===== src/hdl/brenc_pkg.sv =====
// Shared types and constants for the binary range encoder.
// Used by the front, queue, back and top modules; depends on nothing else.
package brenc_pkg;

	localparam int PROB_BITS_DEF   = 12;
	localparam int QUEUE_DEPTH_DEF = 2;

	localparam int BOUND_W     = 64;
	localparam int HALF_W      = 32;
	localparam int BYTE_W      = 8;
	localparam int FLUSH_BYTES = 8;
	localparam int CNT_W       = $clog2(FLUSH_BYTES);

	localparam logic CMD_ENCODE = 1'b0;
	localparam logic CMD_FINISH = 1'b1;

	// Classification of one queued command.
	typedef struct packed {
		logic finish;
		logic bit_value;
	} brenc_flags_t;

	typedef enum logic [2:0] {
		ST_IDLE,
		ST_MUL_LO,
		ST_MUL_HI,
		ST_SCALE,
		ST_NARROW,
		ST_RENORM,
		ST_FLUSH
	} brenc_state_t;

endpackage


===== src/hdl/brenc_front.sv =====
// Input side of the binary range encoder: classifies each beat and clamps the probability.
// Depends on brenc_pkg.
module brenc_front #(
	parameter int PROB_BITS = brenc_pkg::PROB_BITS_DEF,
	parameter int IN_DATA_W = 16,
	parameter int ENTRY_W   = PROB_BITS + 2
) (
	input  logic                 s_valid,
	output logic                 s_ready,
	input  logic                 s_user,
	input  logic [IN_DATA_W-1:0] s_data,
	output logic                 push_valid,
	input  logic                 push_ready,
	output logic [ENTRY_W-1:0]   push_data
);
	import brenc_pkg::*;

	logic [PROB_BITS-1:0] p1;
	logic [PROB_BITS-1:0] p1_clamped;
	logic [PROB_BITS:0]   p0_wide;
	brenc_flags_t         flags;

	always_comb begin
		p1         = s_data[PROB_BITS:1];
		// A probability of zero is pulled up to the smallest legal value.
		p1_clamped = (p1 == '0) ? PROB_BITS'(1) : p1;
		p0_wide    = {1'b1, {PROB_BITS{1'b0}}} - {1'b0, p1_clamped};
		flags.finish    = (s_user == CMD_FINISH);
		flags.bit_value = s_data[0];
	end

	assign push_data  = {p0_wide[PROB_BITS-1:0], flags};
	assign push_valid = s_valid;
	assign s_ready    = push_ready;

endmodule


===== src/hdl/brenc_queue.sv =====
// Small register queue that decouples the input side from the interval engine.
// Depends on brenc_pkg only for its default depth.
module brenc_queue #(
	parameter int WIDTH = 14,
	parameter int DEPTH = brenc_pkg::QUEUE_DEPTH_DEF
) (
	input  logic             clk,
	input  logic             arst_n,
	input  logic             push_valid,
	output logic             push_ready,
	input  logic [WIDTH-1:0] push_data,
	output logic             pop_valid,
	input  logic             pop_ready,
	output logic [WIDTH-1:0] pop_data
);
	localparam int PTR_W = (DEPTH > 1) ? $clog2(DEPTH) : 1;
	localparam int CNT_W = $clog2(DEPTH + 1);

	logic [WIDTH-1:0] entry_q [DEPTH];
	logic [PTR_W-1:0] wr_ptr_q;
	logic [PTR_W-1:0] rd_ptr_q;
	logic [CNT_W-1:0] count_q;
	logic             do_push;
	logic             do_pop;

	assign push_ready = (count_q != CNT_W'(DEPTH));
	assign pop_valid  = (count_q != '0);
	assign pop_data   = entry_q[rd_ptr_q];
	assign do_push    = push_valid && push_ready;
	assign do_pop     = pop_valid && pop_ready;

	always_ff @(posedge clk or negedge arst_n) begin
		if (!arst_n) begin
			wr_ptr_q <= '0;
			rd_ptr_q <= '0;
			count_q  <= '0;
		end else begin
			if (do_push) begin
				wr_ptr_q <= (wr_ptr_q == PTR_W'(DEPTH - 1)) ? '0 : wr_ptr_q + PTR_W'(1);
			end
			if (do_pop) begin
				rd_ptr_q <= (rd_ptr_q == PTR_W'(DEPTH - 1)) ? '0 : rd_ptr_q + PTR_W'(1);
			end
			if (do_push && !do_pop) begin
				count_q <= count_q + CNT_W'(1);
			end else if (do_pop && !do_push) begin
				count_q <= count_q - CNT_W'(1);
			end
		end
	end

	always_ff @(posedge clk) begin
		if (do_push) begin
			entry_q[wr_ptr_q] <= push_data;
		end
	end

endmodule


===== src/hdl/brenc_back.sv =====
// Interval engine of the binary range encoder: range, split, narrowing, byte output.
// Depends on brenc_pkg; fed by brenc_queue.
module brenc_back #(
	parameter int PROB_BITS = brenc_pkg::PROB_BITS_DEF,
	parameter int ENTRY_W   = PROB_BITS + 2
) (
	input  logic                       clk,
	input  logic                       arst_n,
	input  logic                       pop_valid,
	output logic                       pop_ready,
	input  logic [ENTRY_W-1:0]         pop_data,
	output logic                       out_valid,
	input  logic                       out_ready,
	output logic [brenc_pkg::BYTE_W-1:0] out_byte,
	output logic                       out_last
);
	import brenc_pkg::*;

	localparam int PROD_W = HALF_W + PROB_BITS;
	localparam int FULL_W = BOUND_W + 1 + PROB_BITS;
	localparam int FLAG_W = $bits(brenc_flags_t);

	brenc_state_t         state_q, state_d;
	logic [BOUND_W-1:0]   low_q, high_q;
	logic [BOUND_W:0]     rng_q;
	logic [PROB_BITS-1:0] p0_q;
	logic                 bit_q;
	logic [PROD_W-1:0]    prod_lo_q, prod_hi_q;
	logic [BOUND_W-1:0]   scaled_q;
	logic [CNT_W-1:0]     cnt_q;
	logic                 out_valid_q;
	logic [BYTE_W-1:0]    out_byte_q;
	logic                 out_last_q;

	brenc_flags_t         head_flags;
	logic [PROB_BITS-1:0] head_p0;
	logic                 slot_free;
	logic                 top_match;
	logic [HALF_W-1:0]    mul_a;
	logic [PROD_W-1:0]    mul_p;
	logic [FULL_W-1:0]    full;
	logic [BOUND_W-1:0]   split;

	logic                 load_cmd;
	logic                 emit;
	logic                 emit_last;
	logic                 shift_renorm;
	logic                 shift_flush;

	assign head_flags = brenc_flags_t'(pop_data[FLAG_W-1:0]);
	assign head_p0    = pop_data[ENTRY_W-1:FLAG_W];
	assign slot_free  = !out_valid_q || out_ready;
	assign top_match  = (low_q[BOUND_W-1 -: BYTE_W] == high_q[BOUND_W-1 -: BYTE_W]);

	// One 32 x PROB_BITS multiplier, shared by the two halves of the range.
	assign mul_a = (state_q == ST_MUL_LO) ? rng_q[HALF_W-1:0] : rng_q[BOUND_W-1:HALF_W];
	assign mul_p = PROD_W'(mul_a) * PROD_W'(p0_q);

	always_comb begin
		full = (FULL_W'(prod_hi_q) << HALF_W) + FULL_W'(prod_lo_q)
		     + (rng_q[BOUND_W] ? (FULL_W'(p0_q) << BOUND_W) : '0);
	end

	assign split = low_q + scaled_q - BOUND_W'(1);

	always_ff @(posedge clk or negedge arst_n) begin
		if (!arst_n) begin
			state_q <= ST_IDLE;
		end else begin
			state_q <= state_d;
		end
	end

	always_comb begin
		state_d      = state_q;
		pop_ready    = 1'b0;
		load_cmd     = 1'b0;
		emit         = 1'b0;
		emit_last    = 1'b0;
		shift_renorm = 1'b0;
		shift_flush  = 1'b0;
		case (state_q)
			ST_IDLE: begin
				pop_ready = 1'b1;
				if (pop_valid) begin
					load_cmd = 1'b1;
					state_d  = head_flags.finish ? ST_FLUSH : ST_MUL_LO;
				end
			end
			ST_MUL_LO: state_d = ST_MUL_HI;
			ST_MUL_HI: state_d = ST_SCALE;
			ST_SCALE:  state_d = ST_NARROW;
			ST_NARROW: state_d = ST_RENORM;
			ST_RENORM: begin
				if (!top_match) begin
					state_d = ST_IDLE;
				end else if (slot_free) begin
					emit         = 1'b1;
					shift_renorm = 1'b1;
					// Last byte when the count runs out or the next top bytes differ.
					emit_last = (cnt_q == CNT_W'(FLUSH_BYTES - 1))
					         || (low_q[BOUND_W-BYTE_W-1 -: BYTE_W]
					             != high_q[BOUND_W-BYTE_W-1 -: BYTE_W]);
					if (emit_last) begin
						state_d = ST_IDLE;
					end
				end
			end
			ST_FLUSH: begin
				if (slot_free) begin
					emit        = 1'b1;
					shift_flush = 1'b1;
					emit_last   = (cnt_q == CNT_W'(FLUSH_BYTES - 1));
					if (emit_last) begin
						state_d = ST_IDLE;
					end
				end
			end
			default: state_d = ST_IDLE;
		endcase
	end

	always_ff @(posedge clk or negedge arst_n) begin
		if (!arst_n) begin
			low_q       <= '0;
			high_q      <= '1;
			cnt_q       <= '0;
			out_valid_q <= 1'b0;
		end else begin
			if (load_cmd) begin
				cnt_q <= '0;
			end else if (emit) begin
				cnt_q <= cnt_q + CNT_W'(1);
			end
			if (state_q == ST_NARROW) begin
				if (bit_q) begin
					low_q <= low_q + scaled_q;
				end else begin
					high_q <= split;
				end
			end else if (shift_renorm) begin
				low_q  <= low_q << BYTE_W;
				high_q <= (high_q << BYTE_W) | BOUND_W'({BYTE_W{1'b1}});
			end else if (shift_flush) begin
				low_q <= low_q << BYTE_W;
			end
			if (emit) begin
				out_valid_q <= 1'b1;
			end else if (out_ready) begin
				out_valid_q <= 1'b0;
			end
		end
	end

	always_ff @(posedge clk) begin
		if (load_cmd) begin
			p0_q  <= head_p0;
			bit_q <= head_flags.bit_value;
			rng_q <= {1'b0, high_q} - {1'b0, low_q} + (BOUND_W + 1)'(1);
		end
		if (state_q == ST_MUL_LO) begin
			prod_lo_q <= mul_p;
		end
		if (state_q == ST_MUL_HI) begin
			prod_hi_q <= mul_p;
		end
		if (state_q == ST_SCALE) begin
			scaled_q <= full[PROB_BITS +: BOUND_W];
		end
		if (emit) begin
			out_byte_q <= low_q[BOUND_W-1 -: BYTE_W];
			out_last_q <= emit_last;
		end
	end

	assign out_valid = out_valid_q;
	assign out_byte  = out_byte_q;
	assign out_last  = out_last_q;

`ifndef SYNTHESIS
	// A finish command leaves the low bound cleared.
	a_flush_clears_low: assert property (@(posedge clk) disable iff (!arst_n)
		(state_q == ST_FLUSH && emit && emit_last) |=> (low_q == '0))
		else $error("low bound not cleared after flush");

	// Renormalization stops as soon as the top bytes of the bounds differ.
	a_renorm_stops: assert property (@(posedge clk) disable iff (!arst_n)
		(state_q == ST_RENORM && !top_match) |=> (state_q == ST_IDLE))
		else $error("renormalization continued with differing top bytes");

	// New output bytes come only from renormalization or flushing.
	a_emit_source: assert property (@(posedge clk) disable iff (!arst_n)
		emit |-> (state_q == ST_RENORM || state_q == ST_FLUSH))
		else $error("byte emitted outside renormalization or flush");

	// The queue is drained only while the engine is idle.
	a_pop_idle: assert property (@(posedge clk) disable iff (!arst_n)
		(pop_valid && pop_ready) |=> (state_q == ST_MUL_LO || state_q == ST_FLUSH))
		else $error("command taken without starting its work");
`endif

endmodule


===== src/hdl/binary_range_encoder.sv =====
// Top level of the binary range encoder: input stream, command queue, interval engine.
// Depends on brenc_pkg, brenc_front, brenc_queue and brenc_back.
//
// Carryless binary range encoder with 64-bit low and high bounds. Each input beat is
// either an encode command (one bit and its probability of a one, in units of
// 1/2^PROB_BITS, with zero clamped up to one) or a finish command, selected by
// s_axis_tuser. Commands enter a small queue, so the input side keeps accepting while
// the interval engine works or the output stalls, until the queue is full. An encode
// command steps through queue pop, two halves of the range times probability on one
// shared 32 x PROB_BITS multiplier, scaling add and interval update, then emits zero
// to eight bytes, one per cycle while the output is not stalled; when no byte comes
// out, the renormalization state still checks the top bytes. A finish command sends
// the eight bytes of the low bound, most significant first; the low bound is then
// zero and encoding may continue. Output beats carry one byte each; m_axis_tlast
// marks the final byte caused by one command, and an encode command that produces no
// byte produces no beat. Output back pressure stalls only the byte loop.
module binary_range_encoder #(
	parameter int PROB_BITS   = brenc_pkg::PROB_BITS_DEF,
	parameter int QUEUE_DEPTH = brenc_pkg::QUEUE_DEPTH_DEF
) (
	input  logic                                 clk,
	input  logic                                 arst_n,
	input  logic                                 s_axis_tvalid,
	output logic                                 s_axis_tready,
	// Bit 0: bit_value; bits PROB_BITS:1: prob_one; zero padding above.
	input  logic [((PROB_BITS + 8) / 8) * 8 - 1:0] s_axis_tdata,
	// Bit 0: command (encode or finish).
	input  logic                                 s_axis_tuser,
	output logic                                 m_axis_tvalid,
	input  logic                                 m_axis_tready,
	// Bits 7:0: out_byte.
	output logic [brenc_pkg::BYTE_W-1:0]         m_axis_tdata,
	output logic                                 m_axis_tlast
);
	import brenc_pkg::*;

	localparam int IN_DATA_W = ((PROB_BITS + 8) / 8) * 8;
	localparam int ENTRY_W   = PROB_BITS + $bits(brenc_flags_t);

	logic               push_valid, push_ready;
	logic [ENTRY_W-1:0] push_data;
	logic               pop_valid, pop_ready;
	logic [ENTRY_W-1:0] pop_data;

	// Classifies each beat and computes the probability of a zero.
	brenc_front #(
		.PROB_BITS (PROB_BITS),
		.IN_DATA_W (IN_DATA_W),
		.ENTRY_W   (ENTRY_W)
	) u_front (
		.s_valid    (s_axis_tvalid),
		.s_ready    (s_axis_tready),
		.s_user     (s_axis_tuser),
		.s_data     (s_axis_tdata),
		.push_valid (push_valid),
		.push_ready (push_ready),
		.push_data  (push_data)
	);

	brenc_queue #(
		.WIDTH (ENTRY_W),
		.DEPTH (QUEUE_DEPTH)
	) u_queue (
		.clk        (clk),
		.arst_n     (arst_n),
		.push_valid (push_valid),
		.push_ready (push_ready),
		.push_data  (push_data),
		.pop_valid  (pop_valid),
		.pop_ready  (pop_ready),
		.pop_data   (pop_data)
	);

	// Holds the bounds, narrows the interval and emits bytes through its output register.
	brenc_back #(
		.PROB_BITS (PROB_BITS),
		.ENTRY_W   (ENTRY_W)
	) u_back (
		.clk       (clk),
		.arst_n    (arst_n),
		.pop_valid (pop_valid),
		.pop_ready (pop_ready),
		.pop_data  (pop_data),
		.out_valid (m_axis_tvalid),
		.out_ready (m_axis_tready),
		.out_byte  (m_axis_tdata),
		.out_last  (m_axis_tlast)
	);

endmodule


===== config.mk =====
export PLATFORM = sky130hd
export DESIGN_NAME = binary_range_encoder
export DESIGN_NICKNAME = d
export VERILOG_FILES = /design/src/hdl/brenc_pkg.sv /design/src/hdl/brenc_front.sv /design/src/hdl/brenc_queue.sv /design/src/hdl/brenc_back.sv /design/src/hdl/binary_range_encoder.sv
export SDC_FILE = /design/constraint.sdc
export NUM_CORES = 2
export LEC_CHECK = 0
export BUFFER_PORTS_ARGS = -buffer_cell sky130_fd_sc_hd__buf_4
export CAP_MARGIN = 40
export CORE_MARGIN = 1
export CORE_UTILIZATION = 51
export CTS_CLUSTER_DIAMETER = 200
export DETAILED_ROUTE_END_ITERATION = 6
export GPL_TIMING_DRIVEN = 1
export PLACE_DENSITY = 0.78
export SETUP_SLACK_MARGIN = 0.3
export SYNTH_ARGS = -nofsm -noshare
export SYNTH_HDL_FRONTEND = slang
export SYNTH_SLANG_ARGS = --single-unit

===== constraint.sdc =====
create_clock -name clk -period 13.8 [get_ports clk]
set_input_delay 2.07 -clock clk [delete_from_list [all_inputs] [get_ports clk]]
set_output_delay 2.07 -clock clk [all_outputs]
set_load 0.01 [all_outputs]

---- After elaboration in Yosys (flattened, before gate mapping) ----
Memory sizes are Yosys's and may differ from the RTL's.
Cells that the tools add are included.
operators by class
  $add $sub $neg .......................... 12
  $mul .................................... 1
  divide/modulo/power cells ............... 0
  magnitude comparators ................... 0
  equality and inequality tests ........... 17
  shifts and indexed selects .............. 0
  mux-type cells .......................... 40
  bitwise gates (word level) .............. 0
  reduce and logical (&&, ||, !) cells .... 20
operators by type and width
  kind                   number
  $mux 64                7
  $add 76x44->76         1
  $add 76x76->76         1
  $mux 76                1
  $add 65x1->65 const B  1
  $sub 64x64->65         1
  $add 64x64->64         1
  $sub 64x1->64 const B  1
  $mul 32x12->44         1
  $mux 32                1
  $mux 3                 9
  $pmux 3 s7             1
  $mux 1                 16
  $eq 3x3->1 const B     4
  $logic_not 12->1       1
  $mux 12                1
  $sub 1x12->12 const A  1
  $reduce_bool 2->1      5
  $eq 8x8->1             1
  $ne 8x8->1             1
  $eq 3x2->1 const B     2
  $ne 2x1->1 const B     3
  $ne 2x2->1 const B     3
  $reduce_and 5->1       1
  other kinds (15)       25
word-level totals
  register bits after elaboration ......... 378
  bits in latches ......................... 0
  bits in writable memories ............... 28
  memory bits (read-only) ................. 0
  bits of input ports ..................... 21
  output and inout port bits .............. 11
  logic and storage cells ................. 107
  memories ................................ 1
memories
  name             depth  width  read ports  clocked after memory_dff  wr ports  line               source
  u_queue.entry_q  2      14     1           0                         1         brenc_queue.sv:19  logic [WIDTH-1:0] entry_q [DEPTH];

---- Depth between registers and ports, before layout ----
  depth in word-level cells ............... 7
  gate-level depth with buffers ........... 31
  depth with buffers taken out ............ 27

---- Cells and area by module ----
A second synthesis with hierarchy kept.
second synthesis, totals
  cells, all modules ...................... 4046
  area total of the unflattened synthesis .. 37972.7 µm²
modules (own cells, without submodules)
  module       times used  cells each  area each (µm²)
  brenc_back   1           3947        36432.4
  brenc_queue  1           62          1270.0
  brenc_front  1           37          270.3

---- Least setup slack after synthesis ----
No wires, ideal clock.
  path type ............................... register -> register
  start point ............................. register u_back.state_q[0]
  end point ............................... register u_queue.count_q[1]
  arrival time ............................ 9.528 ns
  data required time ...................... 13.721 ns
  slack ................................... 4.193 ns
  cell stages (with the launch flop) ...... 7
  buffers on the path ..................... 1
  clock period less this slack ............ 9.607 ns
  path through ............................ dfrtp_1 > clkbuf_1 > nor4_1 > inv_1 > ha_1 > nor2_1 > xor2_1
on the way
  cells in the longest elaborated chain, start to end .. 6
  elaborated cells on any way between the ends .. 8
RTL lines
  what                                         line               source
  start, declared                              brenc_back.sv:23   brenc_state_t state_q, state_d;
  start signal, assigned                       brenc_back.sv:70   state_q <= state_d;
  $logic_not 3->1 *                            brenc_back.sv:82   case (state_q)
  $mux 1 *                                     brenc_back.sv:82
  $logic_and 1x1->1 *                          brenc_queue.sv:30  assign do_pop = pop_valid && pop_ready;
  $logic_not 1->1                              brenc_queue.sv:44  if (do_push && !do_pop) begin
  $logic_and 1x1->1                            brenc_queue.sv:44
  $mux 2 or $reduce_bool 2->1 (tied branches)  --
  end signal, assigned                         brenc_queue.sv:45  count_q <= count_q + CNT_W'(1);
  end signal, assigned                         brenc_queue.sv:47  count_q <= count_q - CNT_W'(1);
  end, declared                                brenc_queue.sv:22  logic [CNT_W-1:0] count_q;
Mark *: on every way between the ends. The rest lies on a longest branch, timed or not.
A chain may end at the register's enable or synchronous reset.

---- Final worst setup path ----
  start point ............................. register u_back.state_q[2]
  end point ............................... register u_back.prod_lo_q[43], data pin
on the way
  cells in the longest elaborated chain, start to end .. 3
RTL lines
  what                  line               source
  $eq 3x1->1            brenc_back.sv:56   assign mul_a = (state_q == ST_MUL_LO) ? rng_q[HALF_W-1:0] : rng_q[BOUND_W-1:HALF_W];
  $mux 32               brenc_back.sv:56
  $mul 32x12->44        brenc_back.sv:57   assign mul_p = PROD_W'(mul_a) * PROD_W'(p0_q);
  net u_back.mul_p[43]  brenc_back.sv:40   logic [PROD_W-1:0] mul_p;
  end signal, assigned  brenc_back.sv:162  prod_lo_q <= mul_p;
  end, declared         brenc_back.sv:28   logic [PROD_W-1:0] prod_lo_q, prod_hi_q;
The timed path passes the listed nets, and every way through them passes these cells.

==> reports/qor.csv <==
metric,value,unit
status,"complete, but fails checks",
violations,DRC,
die_w,277,µm
hp-class,reg -> reg,
clk_latency,570,ps
cts_tree,built,
hold_start,u_back.prod_lo_q[13],
first_pass_iters,7,
drive_gt1_frac,0.0756,
cts_resized,0,
overflow,0,
timing.final.ws_setup,5520,ps
nets,4733,
routed_wl,109000,µm
postCtsHoldBufs,0,
netlist_area,38500,µm²
crit_path_start,u_back.state_q[2],
fin_crit,8280,ps
filler_cell_count,6441,
io_pins,32,
die_y,277,µm
ys_seq_elements,394,
yosys-top-cells-count,"nand2_1 (536), inv_1 (468), fa_1 (303), ha_1 (300), edfxtp_1 (255)",
required,14100,ps
cts-root-buf,clkbuf_16,
criticalPathCategory,reg -> reg,
syn_to_final_growth,6.47,%
worst_pin_slew,1000,ps
slowest_stage,fa_1,
synth-edff-count,255,
crit_top_cell,fa_1,
grt_usage,0.285,
setup_violations,0,
synth_area_leader_cell,edfxtp_1,
grt_pass1_vias,30800,
syn_inst,4187,
regToRegStartpoint,u_back.state_q[2],
worst-path-max-fanout,48,
dp_hpwl,84800,µm
tns,0,ps
grt_max_degree,72,
synth_nets,4811,
gp_congestion,0.999,
postPlaceCellArea,39600,µm²
synth_area_leaders,"edfxtp_1 (20%), fa_1 (16%), ha_1 (9.7%)",
critical-path-top-delay-family,adder cells,
wl_per_cell,21.4,µm
initialDrtViolationCount,3466,
fmax,121,MHz
antenna_found_initial,3,
final_design_area_no_fill,41000,µm²
worst-endpoint-arrival,8590,ps
startpoint_type,register,
final_max_slew_viol_count,0,
rows,100,
synth_top_cell_area_share,0.199,
drc,9,
slowest_delay,540,ps
cts_buffers,41,
end_kind,register,
grt_pass1_wl,171000,µm
yosys_warnings,0,
core,74600,µm²
place_ws,5610,ps
seq_area_frac_synth,0.291,
utilization,0.550,
async_flop_share,0.353,
port_buffers,28,
period_share,0.600,
regToRegSetupSlack,5520,ps
cts_setup_buffers,0,
cts.reportedPaths.clkPinSlew,60,ps
synth.avg_cell_area,9.20,µm²
vias,31500,
rsz0062_at_grt,no,
finalClockSkew,27.0,ps
finalHoldViolCount,0,
clockBufferDepth,3,
final_antenna_net_count,0,
initial_utilization,0.517,
post-synth-top-count-cell,nand2_1,
synth_cell_types,93,
max_cap_violations,0,
htree_levels,2,
clock_sinks,394,
viasPerCell,6.16,
synthFlopType,edfxtp_1,
critPathBufInv,6,
diodes,0,
die_area,76600,µm²
max_slew_margin,0.327,
area by class of cell:
type                       instances  area [µm²]  area share
clock inverter                    23         253     0.00616
sequential                       394       11200       0.273
inverter                         468        1760      0.0428
tap                              969        1210      0.0296
timing repair buffer              73         643      0.0157
clock buffer                      51        1100      0.0269
multi-input combinational       3131       24800       0.605
per-stage QoR:
stage	instances	hold slack (ps)
3_5_place_dp	5030	405
2_1_floorplan	4187	400
5_1_grt	5109	425
4_1_cts	5104	417
3_3_place_gp	5021	401
6_report	5109	418
sequential cells by signal, indices dropped and copies added, names as in the netlist:
name	flops
u_back.out_byte	8
u_back.p0_q	12
u_back.rng_q	65
u_back.out_last	1
u_back.state_q	3
u_back.cnt_q	3
u_queue.wr_ptr_q	1
u_back.scaled_q	64
u_back.out_valid	1
u_back.bit_q	1
u_queue.count_q	2
u_back.prod_lo_q	32
u_queue.rd_ptr_q	1
u_back.high_q	64
u_back.low_q	64
u_back.prod_hi_q	44
u_queue.entry_q	28
cells by family after synthesis:
logic type	after synthesis	share of synthesized area
buffers and inverters	662	0.0653
xor gates and xnor gates	221	0.0502
AOI/OAI and AO/OA	903	0.154
muxes	60	0.0171
DFF	394	0.291
and+or+nand+nor	1344	0.167
adders and majority gates	603	0.255
placed cells by master, fill, tap and decap left out, drive strengths merged, types with 13 or more instances in the layout:
cell and n:
and2 141, dfrtp 75, a211oi 31, o21a 36, a22oi 23, nand2 536
buf 71, or3 20, a21o 107, clkinv 13, o21ai 174, a31oi 52
o22ai 28, nor4 24, a221oi 15, nor2 244, nand2b 40, ha 300
mux2 47, dfstp 64, fa 303, o211ai 15, a31o 13, nor2b 29
xnor2 139, a21oi 238, or2 20, a211o 16, mux2i 13, nand4 49
edfxtp 255, o21bai 34, inv 470, nor3 77, nand3 81, xor2 82
clkbuf 52, and3 41
layer usage:
metal	share of wire	wire length (µm)	track usage	up-vias
met1	0.41	44500	0.385	15500
met5	0.000064	7	0	-
met3	0.095	10400	0.0483	273
met4	0.048	5240	0.125	2
met2	0.45	49300	0.451	1485
li1	-	-	-	14300
final timing paths:
path	endpoint	cells past startpoint
max	u_back.prod_lo_q[43]	27
min	u_back.scaled_q[1]	0
max reg2reg	u_back.prod_lo_q[43]	27
min reg2reg	u_back.scaled_q[1]	0
max in group asynchronous	u_back.high_q[18]	3
min in group asynchronous	u_back.low_q[3]	1
Power is not shown: default switching activity piles up to over one toggle a cycle in this logic, so the estimate is an artifact.
